==> config.mk <==
export PLATFORM = sky130hd
export DESIGN_NAME = scancode_set1_to_ascii_unit_flat
export DESIGN_NICKNAME = d
export VERILOG_FILES = /design/src/rtl/sc1a_pkg.sv /design/src/rtl/sc1a_if.sv /design/src/rtl/scancode_set1_to_ascii_unit.sv /design/src/rtl/sc1a_translate.sv /design/src/flat_wrapper.sv
export SDC_FILE = /design/constraint.sdc
export NUM_CORES = 1
export LEC_CHECK = 0
export BUFFER_PORTS_ARGS = -buffer_cell sky130_fd_sc_hd__buf_2
export CAP_MARGIN = 20
export CORE_AREA = 2 2 90 135
export DETAILED_ROUTE_END_ITERATION = 10
export DIE_AREA = 0 0 92 137
export PLACE_DENSITY = 0.42
export SLEW_MARGIN = 20
export SYNTH_ARGS = -nofsm -noshare
export SYNTH_HDL_FRONTEND = slang
export SYNTH_SLANG_ARGS = --single-unit
==> constraint.sdc <==
create_clock -name clk -period 9.6 [get_ports clk]
set_clock_uncertainty 0.05 [all_clocks]
set_input_delay 1.92 -clock clk [delete_from_list [all_inputs] [get_ports clk]]
set_output_delay 1.92 -clock clk [all_outputs]
set_load 0.02 [all_outputs]
==> src/rtl/sc1a_pkg.sv <==
// Shared types, scancode constants and the set 1 key tables for the
// scancode-to-ASCII unit. No dependencies.
package sc1a_pkg;

	localparam logic [7:0] CODE_PREFIX_EXT   = 8'hE0;
	localparam logic [7:0] CODE_LSHIFT_MAKE  = 8'h2A;
	localparam logic [7:0] CODE_RSHIFT_MAKE  = 8'h36;
	localparam logic [7:0] CODE_LSHIFT_BREAK = 8'hAA;
	localparam logic [7:0] CODE_RSHIFT_BREAK = 8'hB6;
	localparam logic [7:0] CODE_EXT_SLASH    = 8'h35;
	localparam logic [7:0] CODE_ESC          = 8'h01;
	localparam logic [7:0] CODE_F1           = 8'h3B;
	localparam logic [7:0] CODE_F2           = 8'h3C;
	localparam logic [6:0] CHAR_SLASH        = 7'h2F;
	localparam logic [6:0] CHAR_NONE         = 7'h00;

	typedef logic [7:0] scan_code_t;
	typedef logic [6:0] ascii_char_t;

	typedef struct packed {
		logic shift_held;
		logic extended_pending;
	} flags_t;

	typedef struct packed {
		logic        hit;
		ascii_char_t ch;
	} result_t;

	// unshifted table, make codes 0x00..0x4E; everything else is empty
	function automatic ascii_char_t plain_lut(input logic [6:0] idx);
		ascii_char_t c;
		case (idx)
			7'd2:  c = 7'h31;  7'd3:  c = 7'h32;  7'd4:  c = 7'h33;  7'd5:  c = 7'h34;
			7'd6:  c = 7'h35;  7'd7:  c = 7'h36;  7'd8:  c = 7'h37;  7'd9:  c = 7'h38;
			7'd10: c = 7'h39;  7'd11: c = 7'h30;  7'd12: c = 7'h2D;  7'd13: c = 7'h3D;
			7'd14: c = 7'h08;  7'd15: c = 7'h09;  7'd16: c = 7'h71;  7'd17: c = 7'h77;
			7'd18: c = 7'h65;  7'd19: c = 7'h72;  7'd20: c = 7'h74;  7'd21: c = 7'h79;
			7'd22: c = 7'h75;  7'd23: c = 7'h69;  7'd24: c = 7'h6F;  7'd25: c = 7'h70;
			7'd26: c = 7'h5B;  7'd27: c = 7'h5D;  7'd28: c = 7'h0A;  7'd30: c = 7'h61;
			7'd31: c = 7'h73;  7'd32: c = 7'h64;  7'd33: c = 7'h66;  7'd34: c = 7'h67;
			7'd35: c = 7'h68;  7'd36: c = 7'h6A;  7'd37: c = 7'h6B;  7'd38: c = 7'h6C;
			7'd39: c = 7'h3B;  7'd40: c = 7'h27;  7'd41: c = 7'h60;  7'd43: c = 7'h5C;
			7'd44: c = 7'h7A;  7'd45: c = 7'h78;  7'd46: c = 7'h63;  7'd47: c = 7'h76;
			7'd48: c = 7'h62;  7'd49: c = 7'h6E;  7'd50: c = 7'h6D;  7'd51: c = 7'h2C;
			7'd52: c = 7'h2E;  7'd53: c = 7'h2F;  7'd55: c = 7'h2A;  7'd57: c = 7'h20;
			7'd74: c = 7'h2D;  7'd78: c = 7'h2B;
			default: c = CHAR_NONE;
		endcase
		return c;
	endfunction

	// shifted table
	function automatic ascii_char_t upper_lut(input logic [6:0] idx);
		ascii_char_t c;
		case (idx)
			7'd2:  c = 7'h21;  7'd3:  c = 7'h40;  7'd4:  c = 7'h23;  7'd5:  c = 7'h24;
			7'd6:  c = 7'h25;  7'd7:  c = 7'h5E;  7'd8:  c = 7'h26;  7'd9:  c = 7'h2A;
			7'd10: c = 7'h28;  7'd11: c = 7'h29;  7'd12: c = 7'h5F;  7'd13: c = 7'h2B;
			7'd14: c = 7'h08;  7'd15: c = 7'h09;  7'd16: c = 7'h51;  7'd17: c = 7'h57;
			7'd18: c = 7'h45;  7'd19: c = 7'h52;  7'd20: c = 7'h54;  7'd21: c = 7'h59;
			7'd22: c = 7'h55;  7'd23: c = 7'h49;  7'd24: c = 7'h4F;  7'd25: c = 7'h50;
			7'd26: c = 7'h7B;  7'd27: c = 7'h7D;  7'd28: c = 7'h0A;  7'd30: c = 7'h41;
			7'd31: c = 7'h53;  7'd32: c = 7'h44;  7'd33: c = 7'h46;  7'd34: c = 7'h47;
			7'd35: c = 7'h48;  7'd36: c = 7'h4A;  7'd37: c = 7'h4B;  7'd38: c = 7'h4C;
			7'd39: c = 7'h3A;  7'd40: c = 7'h22;  7'd41: c = 7'h7E;  7'd43: c = 7'h7C;
			7'd44: c = 7'h5A;  7'd45: c = 7'h58;  7'd46: c = 7'h43;  7'd47: c = 7'h56;
			7'd48: c = 7'h42;  7'd49: c = 7'h4E;  7'd50: c = 7'h4D;  7'd51: c = 7'h3C;
			7'd52: c = 7'h3E;  7'd53: c = 7'h3F;  7'd55: c = 7'h2A;  7'd57: c = 7'h20;
			7'd74: c = 7'h2D;  7'd78: c = 7'h2B;
			default: c = CHAR_NONE;
		endcase
		return c;
	endfunction

endpackage

==> src/rtl/sc1a_if.sv <==
// Valid/ready channel interfaces for scancodes in and characters out.
// Depends on sc1a_pkg.
interface sc1a_code_if;
	import sc1a_pkg::*;
	logic       valid;
	logic       ready;
	scan_code_t scan_code;
	modport source (output valid, output scan_code, input ready);
	modport sink (input valid, input scan_code, output ready);
endinterface

interface sc1a_char_if;
	import sc1a_pkg::*;
	logic        valid;
	logic        ready;
	ascii_char_t ascii_char;
	modport source (output valid, output ascii_char, input ready);
	modport sink (input valid, input ascii_char, output ready);
endinterface

==> src/rtl/scancode_set1_to_ascii_unit.sv <==
// Set 1 scancode to ASCII translator: input register, table lookup, result register.
// A character passes from the input register to the result register after its scancode transfer.
// Throughput: one scancode per cycle; the input stage only stalls when a result
// is waiting in the output register and the sink is not ready.
// Reset (arst_n low): shift and extended flags clear, special mode off, both stages empty.
// Depends on sc1a_pkg, sc1a_if, sc1a_translate.
module scancode_set1_to_ascii_unit (
	input  logic               clk,
	input  logic               arst_n,
	input  logic               cfg_wr_en,
	input  logic               cfg_wr_data,
	sc1a_code_if.sink          codes,
	sc1a_char_if.source        chars
);
	import sc1a_pkg::*;

	logic        valid_s1;
	scan_code_t  code_s1;
	flags_t      flags_q;
	flags_t      flags_nxt;
	logic        special_mode_q;
	logic        out_valid_q;
	ascii_char_t out_char_q;
	result_t     res;
	logic        advance;

	sc1a_translate u_translate (
		.code         (code_s1),
		.flags        (flags_q),
		.special_mode (special_mode_q),
		.flags_nxt    (flags_nxt),
		.res          (res)
	);

	// an item with no character never waits on the output register
	assign advance     = valid_s1 && (!res.hit || !out_valid_q || chars.ready);
	assign codes.ready = !valid_s1 || advance;

	always_ff @(posedge clk or negedge arst_n) begin
		if (!arst_n) begin
			valid_s1       <= 1'b0;
			flags_q        <= '0;
			special_mode_q <= 1'b0;
			out_valid_q    <= 1'b0;
		end else begin
			if (cfg_wr_en) begin
				special_mode_q <= cfg_wr_data;
			end
			if (codes.valid && codes.ready) begin
				valid_s1 <= 1'b1;
			end else if (advance) begin
				valid_s1 <= 1'b0;
			end
			if (advance) begin
				flags_q <= flags_nxt;
			end
			if (advance && res.hit) begin
				out_valid_q <= 1'b1;
			end else if (chars.ready) begin
				out_valid_q <= 1'b0;
			end
		end
	end

	always_ff @(posedge clk) begin
		if (codes.valid && codes.ready) begin
			code_s1 <= codes.scan_code;
		end
		if (advance && res.hit) begin
			out_char_q <= res.ch;
		end
	end

	assign chars.valid      = out_valid_q;
	assign chars.ascii_char = out_char_q;

endmodule

==> src/rtl/sc1a_translate.sv <==
// Combinational translation of one scancode: result character and next flags.
// Depends on sc1a_pkg.
module sc1a_translate (
	input  sc1a_pkg::scan_code_t code,
	input  sc1a_pkg::flags_t     flags,
	input  logic                 special_mode,
	output sc1a_pkg::flags_t     flags_nxt,
	output sc1a_pkg::result_t    res
);
	import sc1a_pkg::*;

	ascii_char_t lut_ch;
	logic        raw_key;

	assign lut_ch  = flags.shift_held ? upper_lut(code[6:0]) : plain_lut(code[6:0]);
	assign raw_key = special_mode &&
		(code == CODE_ESC || code == CODE_F1 || code == CODE_F2);

	always_comb begin
		flags_nxt = flags;
		res.ch    = CHAR_NONE;
		if (code == CODE_PREFIX_EXT) begin
			flags_nxt.extended_pending = 1'b1;
		end else if (flags.extended_pending) begin
			flags_nxt.extended_pending = 1'b0;
			if (code == CODE_EXT_SLASH) begin
				res.ch = CHAR_SLASH;
			end
		end else if (code == CODE_LSHIFT_MAKE || code == CODE_RSHIFT_MAKE) begin
			flags_nxt.shift_held = 1'b1;
		end else if (code == CODE_LSHIFT_BREAK || code == CODE_RSHIFT_BREAK) begin
			flags_nxt.shift_held = 1'b0;
		end else if (!code[7]) begin
			res.ch = raw_key ? code[6:0] : lut_ch;
		end
		res.hit = (res.ch != CHAR_NONE);
	end

endmodule

==> src/flat_wrapper.sv <==
// flat-port wrapper written by rule: the top's interface ports become plain ports
module scancode_set1_to_ascii_unit_flat import sc1a_pkg::*;
  (clk, arst_n, cfg_wr_en, cfg_wr_data, codes_valid, codes_scan_code, codes_ready, chars_valid, chars_ascii_char, chars_ready);
  sc1a_code_if codes_i ();
  sc1a_char_if chars_i ();
  input  logic clk;
  input  logic arst_n;
  input  logic cfg_wr_en;
  input  logic cfg_wr_data;
  input wire logic [$bits(codes_i.valid)-1:0] codes_valid;
  input wire logic [$bits(codes_i.scan_code)-1:0] codes_scan_code;
  output wire logic [$bits(codes_i.ready)-1:0] codes_ready;
  output wire logic [$bits(chars_i.valid)-1:0] chars_valid;
  output wire logic [$bits(chars_i.ascii_char)-1:0] chars_ascii_char;
  input wire logic [$bits(chars_i.ready)-1:0] chars_ready;
  assign codes_i.valid = codes_valid;
  assign codes_i.scan_code = codes_scan_code;
  assign codes_ready = codes_i.ready;
  assign chars_valid = chars_i.valid;
  assign chars_ascii_char = chars_i.ascii_char;
  assign chars_i.ready = chars_ready;
  scancode_set1_to_ascii_unit u_core (.clk(clk), .arst_n(arst_n), .cfg_wr_en(cfg_wr_en), .cfg_wr_data(cfg_wr_data), .codes(codes_i), .chars(chars_i));
endmodule
==> results.tsv, run 1 <==
metric	value	unit
synth_edf_count	15	
drv_cap	0	
dpl_cell_area	3510	um^2
grt_use_total	0.203	
cts_hold_buf	0	
via_count	3419	
worstPathRequired	9770	ps
min_period_over_period	0.638	
htree_levels	2	
routed_wl	12.6	mm
clkLatencyLatePin	280	ps
cts_resized	0	
design.die.area	12600	um^2
synth_cells	412	
drtAntennaViolNets	0	
synth_area_per_cell	8.12	um^2
row_count	48	
drive_above_1_share	0.150	
tightest_slew	776	ps
grt_pass1_wl	19.4	mm
hold_path_depth	2	
portBuffers	22	
timing.hold.ws	478	ps
dr.first_iter.drc_count	424	
root_buffer	clkbuf_16	
final_area	3670	um^2
yosys-top-cells-area	edfxtp_1 (13%), dfxtp_1 (8.4%), nor2_1 (4.8%), ha_1 (4.5%), mux2i_1 (4.5%)	
cts_tree	yes	
leakage	1.38	nW
synthFlopType	edfxtp_1	
cp_cell_sequence	buf_2, nand3b_1, o41a_1, nand2_2, inv_2, a21o_1, inv_1, ha_1, nand2_1, nor3_1, a221oi_1, o311ai_0, a221o_1	
cpPeakStageDelay	640	ps
hold_viol_final	0	
place_hpwl	9.40	mm
p_per_area	157	nW/um^2
grt_max_degree	36	
arrival	6290	ps
critPathKind	primary input to flop	
synth-seq-cells	34	
fin_setup_tns	0	ps
areaGrowthSynthToFinish	9.57	%
die_h	137	um
ys_seq_area_frac	0.256	
grt_overflow	0	
rsz0062_at_grt	no	
synth.distinct_cells	78	
setup_viol	0	
ir_drop	0.0810	mV
clkSinkCount	34	
ios	23	
via_per_inst	6.08	
synthArstFlopShare	0.147	
insertedDiodeCount	0	
die-width	92	um
first_global_vias	3327	
ys_warn_count	0	
utilization	0.321	
slew_violations	0	
syn_nets	438	
post-cts-setup-buffers	0	
numCtsBuffers	5	
path_clk_slew	50	ps
yosysTopAreaCell	edfxtp_1	
fmax	0.163	GHz
fin_ws	3480	ps
path_max_fanout	35	
cts_buffer_depth	2	
syn_area	3350	um^2
start_kind	primary input	
hold_path.class	flop to flop	
relSlewSlack	0.483	
status	finished clean	
critPathSlowestCell	o41a_1	
pre_cts_slack	3360	ps
min_period	6120	ps
reg2reg_depth	14	
antenna_found_initial	0	
post-route-drc-count	0	
nets	437	
drt-wirelength-per-cell	22.3	um
start_util	0.293	
firstDrtPassIters	5	
synth_top_area_share	0.135	
crit_path_end_kind	flop	
gp_congestion	0.942	
core_area	11400	um^2
[critical path, delay by kind of cell]
| kind | cells | cell delay (ps) |
|---|---|---|
| AO/OA/AOI/OAI | 5 | 1820 |
| adder cells (fa/ha/maj) | 1 | 470 |
| AND/OR/NAND/NOR | 4 | 1260 |
| buffers and inverters | 3 | 810 |
[report_power, final]
group          internal [mW]  switching [mW]  total, mW
combinational         0.0719           0.138      0.210
clock                  0.111          0.0596      0.170
sequential             0.175          0.0194      0.194
[cells in the mapped netlist, drive strengths merged, types with 12 or more instances]
cell type,instances
ha,12
mux2i,17
a21oi,28
edfxtp,15
dfxtp,14
nor3,16
clkbuf,17
o21ai,29
nand2,30
nor2,45
buf,14
inv,17
[area by class of cell]
type                    instances  area, um^2
clock buffers                   6         150
fillers                      1236        7740
inverters                      18        67.6
clock inverters                 2        10.0
well taps                     150         188
repair buffers                 23         118
flip-flops and latches         34         856
multi-input cells             329        2280
[stage by stage]
stage          std cells  total power [mW]
2_1_floorplan        412             0.341
3_3_place_gp         554             0.406
3_5_place_dp         554             0.403
4_1_cts              562             0.574
5_1_grt              562             0.602
6_report             562             0.574
[per-layer routing]
layer  wire length [um]  GRT usage  vias up  share of wire
met4                996      0.152        0          0.079
met3                545     0.0204       54          0.043
met5                  0          0        -              0
met2               6530      0.373      144           0.52
met1               4490      0.211     1657           0.36
li1                   -          -     1564              -
[logic make-up (layout without fill, tap and decap cells)]
group	Yosys count	after routing	share of synthesized area
AND/OR/NAND/NOR	143	143	0.224
AO/OA/AOI/OAI	145	145	0.318
buffers and inverters	49	49	0.0636
XOR/XNOR	3	3	0.00785
adder cells (fa/ha/maj)	12	12	0.0449
multiplexers	26	26	0.0860
flip-flops	34	34	0.256
[cell usage in the layout (no fill, tap or decap), types with 6 or more instances in the layout]
| cell | count |
|---|---|
| nor3_1 | 14 |
| nand3_1 | 7 |
| ha_1 | 12 |
| a21oi_1 | 26 |
| nand2_1 | 29 |
| buf_2 | 22 |
| a211oi_1 | 8 |
| edfxtp_1 | 15 |
| nor2_1 | 43 |
| a31oi_1 | 9 |
| clkbuf_16 | 6 |
| inv_1 | 15 |
| mux2i_1 | 15 |
| mux2_2 | 9 |
| o211ai_1 | 7 |
| o21ai_0 | 28 |
| dfxtp_1 | 14 |
[worst paths after layout]
path                                          from               endpoint  slack (ps)
max in group asynchronous                   arst_n        u_core.valid_s1        7980
worst min-delay path            u_core.chars.valid     u_core.chars.valid         480
worst max-delay path                   chars_ready                   flop        3480
min in group asynchronous                   arst_n  u_core.special_mode_q        1400
worst max register to register   u_core.code_s1[2]                   flop        3830
worst min register to register  u_core.chars.valid     u_core.chars.valid         480
No activity file was read; power rests on OpenSTA's default activity.
==> inputs of run 2 (changes only) <==
- clock period: 9.6 -> 5.8 ns (I/O delays scaled with it)
==> run 2 against run 1 <==
Against the previous run:
- global-route usage increased by 1.3 points
- die area unchanged
- critical path type is now flop to flop
- final area increased by 0.85%
==> results.tsv, run 2 (same netlist as run 1, synthesis figures left out) <==
metric	value	unit	change
status	finished clean		unchanged
routed_wl	13.2	mm	was 12.6 mm
cpPeakStageDelay	640	ps	about the same
row_count	48		unchanged
tightest_slew	1020	ps	was 776 ps
path_max_fanout	14		was 35
fin_ws	1340	ps	was 3480 ps
worstPathRequired	5910	ps	was 9770 ps
hold_viol_final	0		unchanged
cts_hold_buf	0		unchanged
critPathSlowestCell	edfxtp_1		was o41a_1
leakage	1.40	nW	was 1.38 nW
cp_cell_sequence	or3b_4, a211oi_4, nor4_2, o41a_1, nand2_2, nor2_1, a21o_1, inv_1, ha_1, nand2_1, a211oi_1, a311o_1, a221o_1, o311ai_0, a221o_1		was buf_2, nand3b_1, o41a_1, nand2_2, inv_2, a21o_1, inv_1, ha_1, nand2_1, nor3_1, a221oi_1, o311ai_0, a221o_1
ios	23		unchanged
rrSetupSlack	1340	ps	was 3830 ps
path_common_cell	a221o_1		
relSlewSlack	0.312		was 0.483
clkLatencyLatePin	280	ps	about the same
via_count	3484		was 3,419
place_hpwl	9.83	mm	was 9.40 mm
root_buffer	clkbuf_16		unchanged
fin_setup_tns	0	ps	unchanged
grt_max_degree	35		was 36
insertedDiodeCount	0		unchanged
rsz0062_at_grt	no		unchanged
die-width	92	um	unchanged
fin_cells	569		was 562
die_h	137	um	unchanged
areaGrowthSynthToFinish	10.5	%	was 9.57%
arrival	4570	ps	was 6290 ps
first_global_vias	3467		was 3,327
cts_buffer_depth	2		unchanged
grt_use_total	0.215		was 0.203
design.die.area	12600	um^2	unchanged
firstDrtPassIters	5		unchanged
grt_pass1_wl	20.3	mm	was 19.4 mm
drtAntennaViolNets	0		unchanged
cts_tree	yes		unchanged
place_inst	561		was 554
post-cts-setup-buffers	0		unchanged
htree_levels	2		unchanged
cp_num_buf_inv	1		was 3
min_period_over_period	0.769		
start_util	0.293		unchanged
crit_family	compound AO/OA/AOI/OAI gates		unchanged
fmax	0.224	GHz	
pre_cts_slack	1310	ps	was 3360 ps
drive_above_1_share	0.162		was 0.150
antenna_found_initial	0		unchanged
p_per_area	253	nW/um^2	was 157 nW/um^2
drt-wirelength-per-cell	23.2	um	was 22.3 um
crit_path_end_kind	flop		unchanged
layout_common_cells	nor2_1 (43), nand2_1 (29), o21ai_0 (28)		unchanged
slew_violations	0		unchanged
via_per_inst	6.12		was 6.08
grt_overflow	0		unchanged
post-route-drc-count	0		unchanged
ir_drop	0.0993	mV	was 0.0810 mV
final_area	3700	um^2	was 3670 um^2
clkSinkCount	34		unchanged
hold_path.class	flop to flop		unchanged
dr.first_iter.drc_count	275		was 424
cts_resized	0		unchanged
timing.hold.ws	483	ps	was 478 ps
portBuffers	22		unchanged
min_period	4460	ps	
drv_cap	0		unchanged
dpl_cell_area	3560	um^2	was 3510 um^2
core_area	11400	um^2	unchanged
final_common_cell	nor2_1		unchanged
start_kind	flop		was primary input
nets	444		was 437
numCtsBuffers	5		unchanged
path_clk_slew	60	ps	was 50 ps
critPathKind	flop to flop		was primary input to flop
gp_congestion	0.915		was 0.942
setup_viol	0		unchanged
==> run 2: cell types whose count changed in the layout (fill, tap and decap cells not counted) <==
cell       before  now
clkbuf_16       6    5
clkbuf_1        0    1
buf_4           1    8
==> run 2: where the power goes <==
| part | internal, mW | switching (mW) |
|---|---|---|
| clock network | 0.158 | 0.0997 |
| logic | 0.124 | 0.240 |
| registers | 0.289 | 0.0264 |
| total | 0.571 | 0.366 |
==> run 2: per-layer routing <==
metal	routed length, um	track usage	vias up
li1	-	-	1586
met1	4760	0.222	1663
met2	6730	0.389	169
met3	570	0.0286	66
met4	1130	0.171	0
met5	0	0	-
==> run 2: worst paths after layout <==
| kind | to | start | depth (start not counted) |
|---|---|---|---|
| setup / recovery | flop | u_core.code_s1[0] | 15 |
| max in group asynchronous | u_core.valid_s1 | arst_n | 1 |
| min in group asynchronous | u_core.special_mode_q | arst_n | 1 |
| hold / removal | u_core.chars.valid | u_core.chars.valid | 2 |
| setup reg to reg | flop | u_core.code_s1[0] | 15 |
| hold reg to reg | u_core.chars.valid | u_core.chars.valid | 2 |
==> run 2: final cells by class <==
class                      count  area [um^2]
inverter                      18         67.6
multi-input combinational    329         2280
timing repair buffer          30          170
sequential                    34          856
clock inverter                 2         10.0
fill                        1241         7710
tap                          150          188
clock buffer                   6          129
==> run 2: worst min-delay path, stage by stage, from the launching register on <==
cell and delay (ps):
dfrtp_1 360, nand2b_1 70, o21ai_0 70
==> run 2: metrics by stage <==
step	power, mW	utilization
after floorplan	0.564	-
after global placement	0.681	0.312
after detailed placement	0.677	0.312
after CTS	0.937	0.324
after global routing	0.989	0.324
final	0.937	0.324
==> inputs of run 3 (changes only) <==
- clock period: 5.8 -> 4.6 ns (I/O delays scaled with it)
==> run 3 against run 2 <==
Against the previous run:
- global-route usage increased by 0.13 points
- register-to-register slack got worse by 1000 ps
- non-clock buffer count increased by 11
- die area unchanged
- worst hold slack got worse by 90 ps
- combinational power increased by 32%
- total power increased by 29%
- first-iteration DRC count increased by 23%
- core utilization increased by 0.80 points
- setup slack got worse by 1000 ps
- critical path type unchanged
- largest power group unchanged
==> results.tsv, run 3 (same netlist as run 1, synthesis figures left out) <==
metric	value	unit	change
status	finished clean		unchanged
drt-wirelength-per-cell	23.2	um	about the same
place_hpwl	10.2	mm	was 9.83 mm
antenna_found_initial	0		unchanged
grt_max_degree	35		unchanged
critPathSlowestCell	edfxtp_1		unchanged
post-route-drc-count	0		unchanged
start_util	0.293		unchanged
drv_cap	0		unchanged
cp_cell_sequence	buf_4, and3b_1, o21ai_1, nand4_1, a211o_1, nand2_2, inv_2, a21o_1, inv_1, ha_1, nand2_1, nor3_1, a221oi_1, o311ai_0, a221o_1		was or3b_4, a211oi_4, nor4_2, o41a_1, nand2_2, nor2_1, a21o_1, inv_1, ha_1, nand2_1, a211oi_1, a311o_1, a221o_1, o311ai_0, a221o_1
layout_common_cells	nor2_1 (43), nand2_1 (29), o21ai_0 (28)		unchanged
critPathKind	flop to flop		unchanged
tightest_slew	771	ps	was 1020 ps
clkLatencyLatePin	280	ps	about the same
die-width	92	um	unchanged
ios	23		unchanged
root_buffer	clkbuf_16		unchanged
setup_viol	0		unchanged
rsz0062_at_grt	no		unchanged
crit_path_end_kind	flop		unchanged
arrival	4430	ps	was 4570 ps
gp_congestion	0.935		was 0.915
min_period_over_period	0.927		was 0.769
p_clk_frac	0.279		was 0.274
design.die.area	12600	um^2	unchanged
drtAntennaViolNets	0		unchanged
hold_viol_final	0		unchanged
row_count	48		unchanged
final_common_cell	nor2_1		unchanged
grt_use_total	0.217		was 0.215
power.total	1.21	mW	was 0.937 mW
slew_violations	0		unchanged
routed_wl	13.5	mm	was 13.2 mm
hold_path.class	primary input to asynchronous set/reset pin		was flop to flop
insertedDiodeCount	0		unchanged
fmax	0.235	GHz	was 0.224 GHz
cts_tree	yes		unchanged
nets	455		was 444
fin_setup_tns	0	ps	unchanged
leakage	1.46	nW	was 1.40 nW
post-cts-setup-buffers	0		unchanged
worstPathRequired	4770	ps	was 5910 ps
switching_power	0.467	mW	was 0.366 mW
firstDrtPassIters	5		unchanged
path_clk_slew	50	ps	was 60 ps
p_int	0.746	mW	was 0.571 mW
path_max_fanout	13		was 14
via_per_inst	6.13		was 6.12
relSlewSlack	0.482		was 0.312
cts_resized	0		unchanged
via_count	3558		was 3,484
reg2reg_depth	15		unchanged
cts_buffer_depth	2		unchanged
start_kind	flop		unchanged
areaGrowthSynthToFinish	13.2	%	was 10.5%
cpPeakStageDelay	470	ps	was 640 ps
grt_overflow	0		unchanged
htree_levels	2		unchanged
dr.first_iter.drc_count	337		was 275
rrSetupSlack	340	ps	was 1340 ps
portBuffers	22		unchanged
cts_hold_buf	0		unchanged
share_comb_of_total_power	0.395		was 0.389
first_global_vias	3498		was 3,467
p_per_area	320	nW/um^2	was 253 nW/um^2
grt_pass1_wl	20.5	mm	was 20.3 mm
core_area	11400	um^2	unchanged
die_h	137	um	unchanged
switching_share	0.385		was 0.391
drive_above_1_share	0.184		was 0.162
ir_drop	0.113	mV	was 0.0993 mV
min_period	4260	ps	was 4460 ps
numCtsBuffers	5		unchanged
seqPwrFrac	0.326		was 0.337
clkSinkCount	34		unchanged
## run 3: final cells by class
cell class / count / area, um^2
Sequential cell: 34 / 856
Fill cell: 1238 / 7620
Multi-Input combinational cell: 329 / 2280
Inverter: 18 / 67.6
Clock buffer: 7 / 143
Clock inverter: 1 / 5.00
Tap cell: 150 / 188
Timing Repair Buffer: 41 / 253
## run 3: path summary, 6_finish.rpt
check	startpoint	to
max in group asynchronous	arst_n	u_core.valid_s1
worst max register to register	u_core.code_s1[2]	flop
min in group clk	u_core.special_mode_q	u_core.special_mode_q
worst min-delay path	arst_n	u_core.special_mode_q
worst min register to register	u_core.special_mode_q	u_core.special_mode_q
worst max-delay path	u_core.code_s1[2]	flop
## run 3: critical path, delay by kind of cell (launching register included)
kind                     cells  cell delay, ps
adder cells (fa/ha/maj)      1             360
buffers and inverters        3             560
AND/OR/NAND/NOR              5            1170
AO/OA/AOI/OAI                6            1580
flip-flops                   1             470
## run 3: power by group through the flow
stage | clock [mW] | combinational (mW) | sequential (mW)
global placement | 0 | 0.476 | 0.401
finish | 0.339 | 0.479 | 0.395
CTS | 0.348 | 0.470 | 0.396
floorplan | 0 | 0.312 | 0.399
detailed placement | 0 | 0.468 | 0.402
global route | 0.359 | 0.508 | 0.402
## run 3: through the flow
step | cells | worst slack (ps) | cell area, um^2 | hold slack, ps | util
after floorplan | 412 | 469 | 3350 | 445 | -
after global placement | 572 | 463 | 3640 | 491 | 0.319
after detailed placement | 572 | 428 | 3640 | 495 | 0.319
after CTS | 580 | 415 | 3790 | 388 | 0.332
after global routing | 580 | 63.0 | 3790 | 394 | 0.332
final | 580 | 336 | 3790 | 393 | 0.332
## run 3: metal layers
layer / GRT usage / part of all wire
met5: 0 / 0
met4: 0.148 / 0.062
met3: 0.0237 / 0.042
met2: 0.408 / 0.53
met1: 0.222 / 0.36
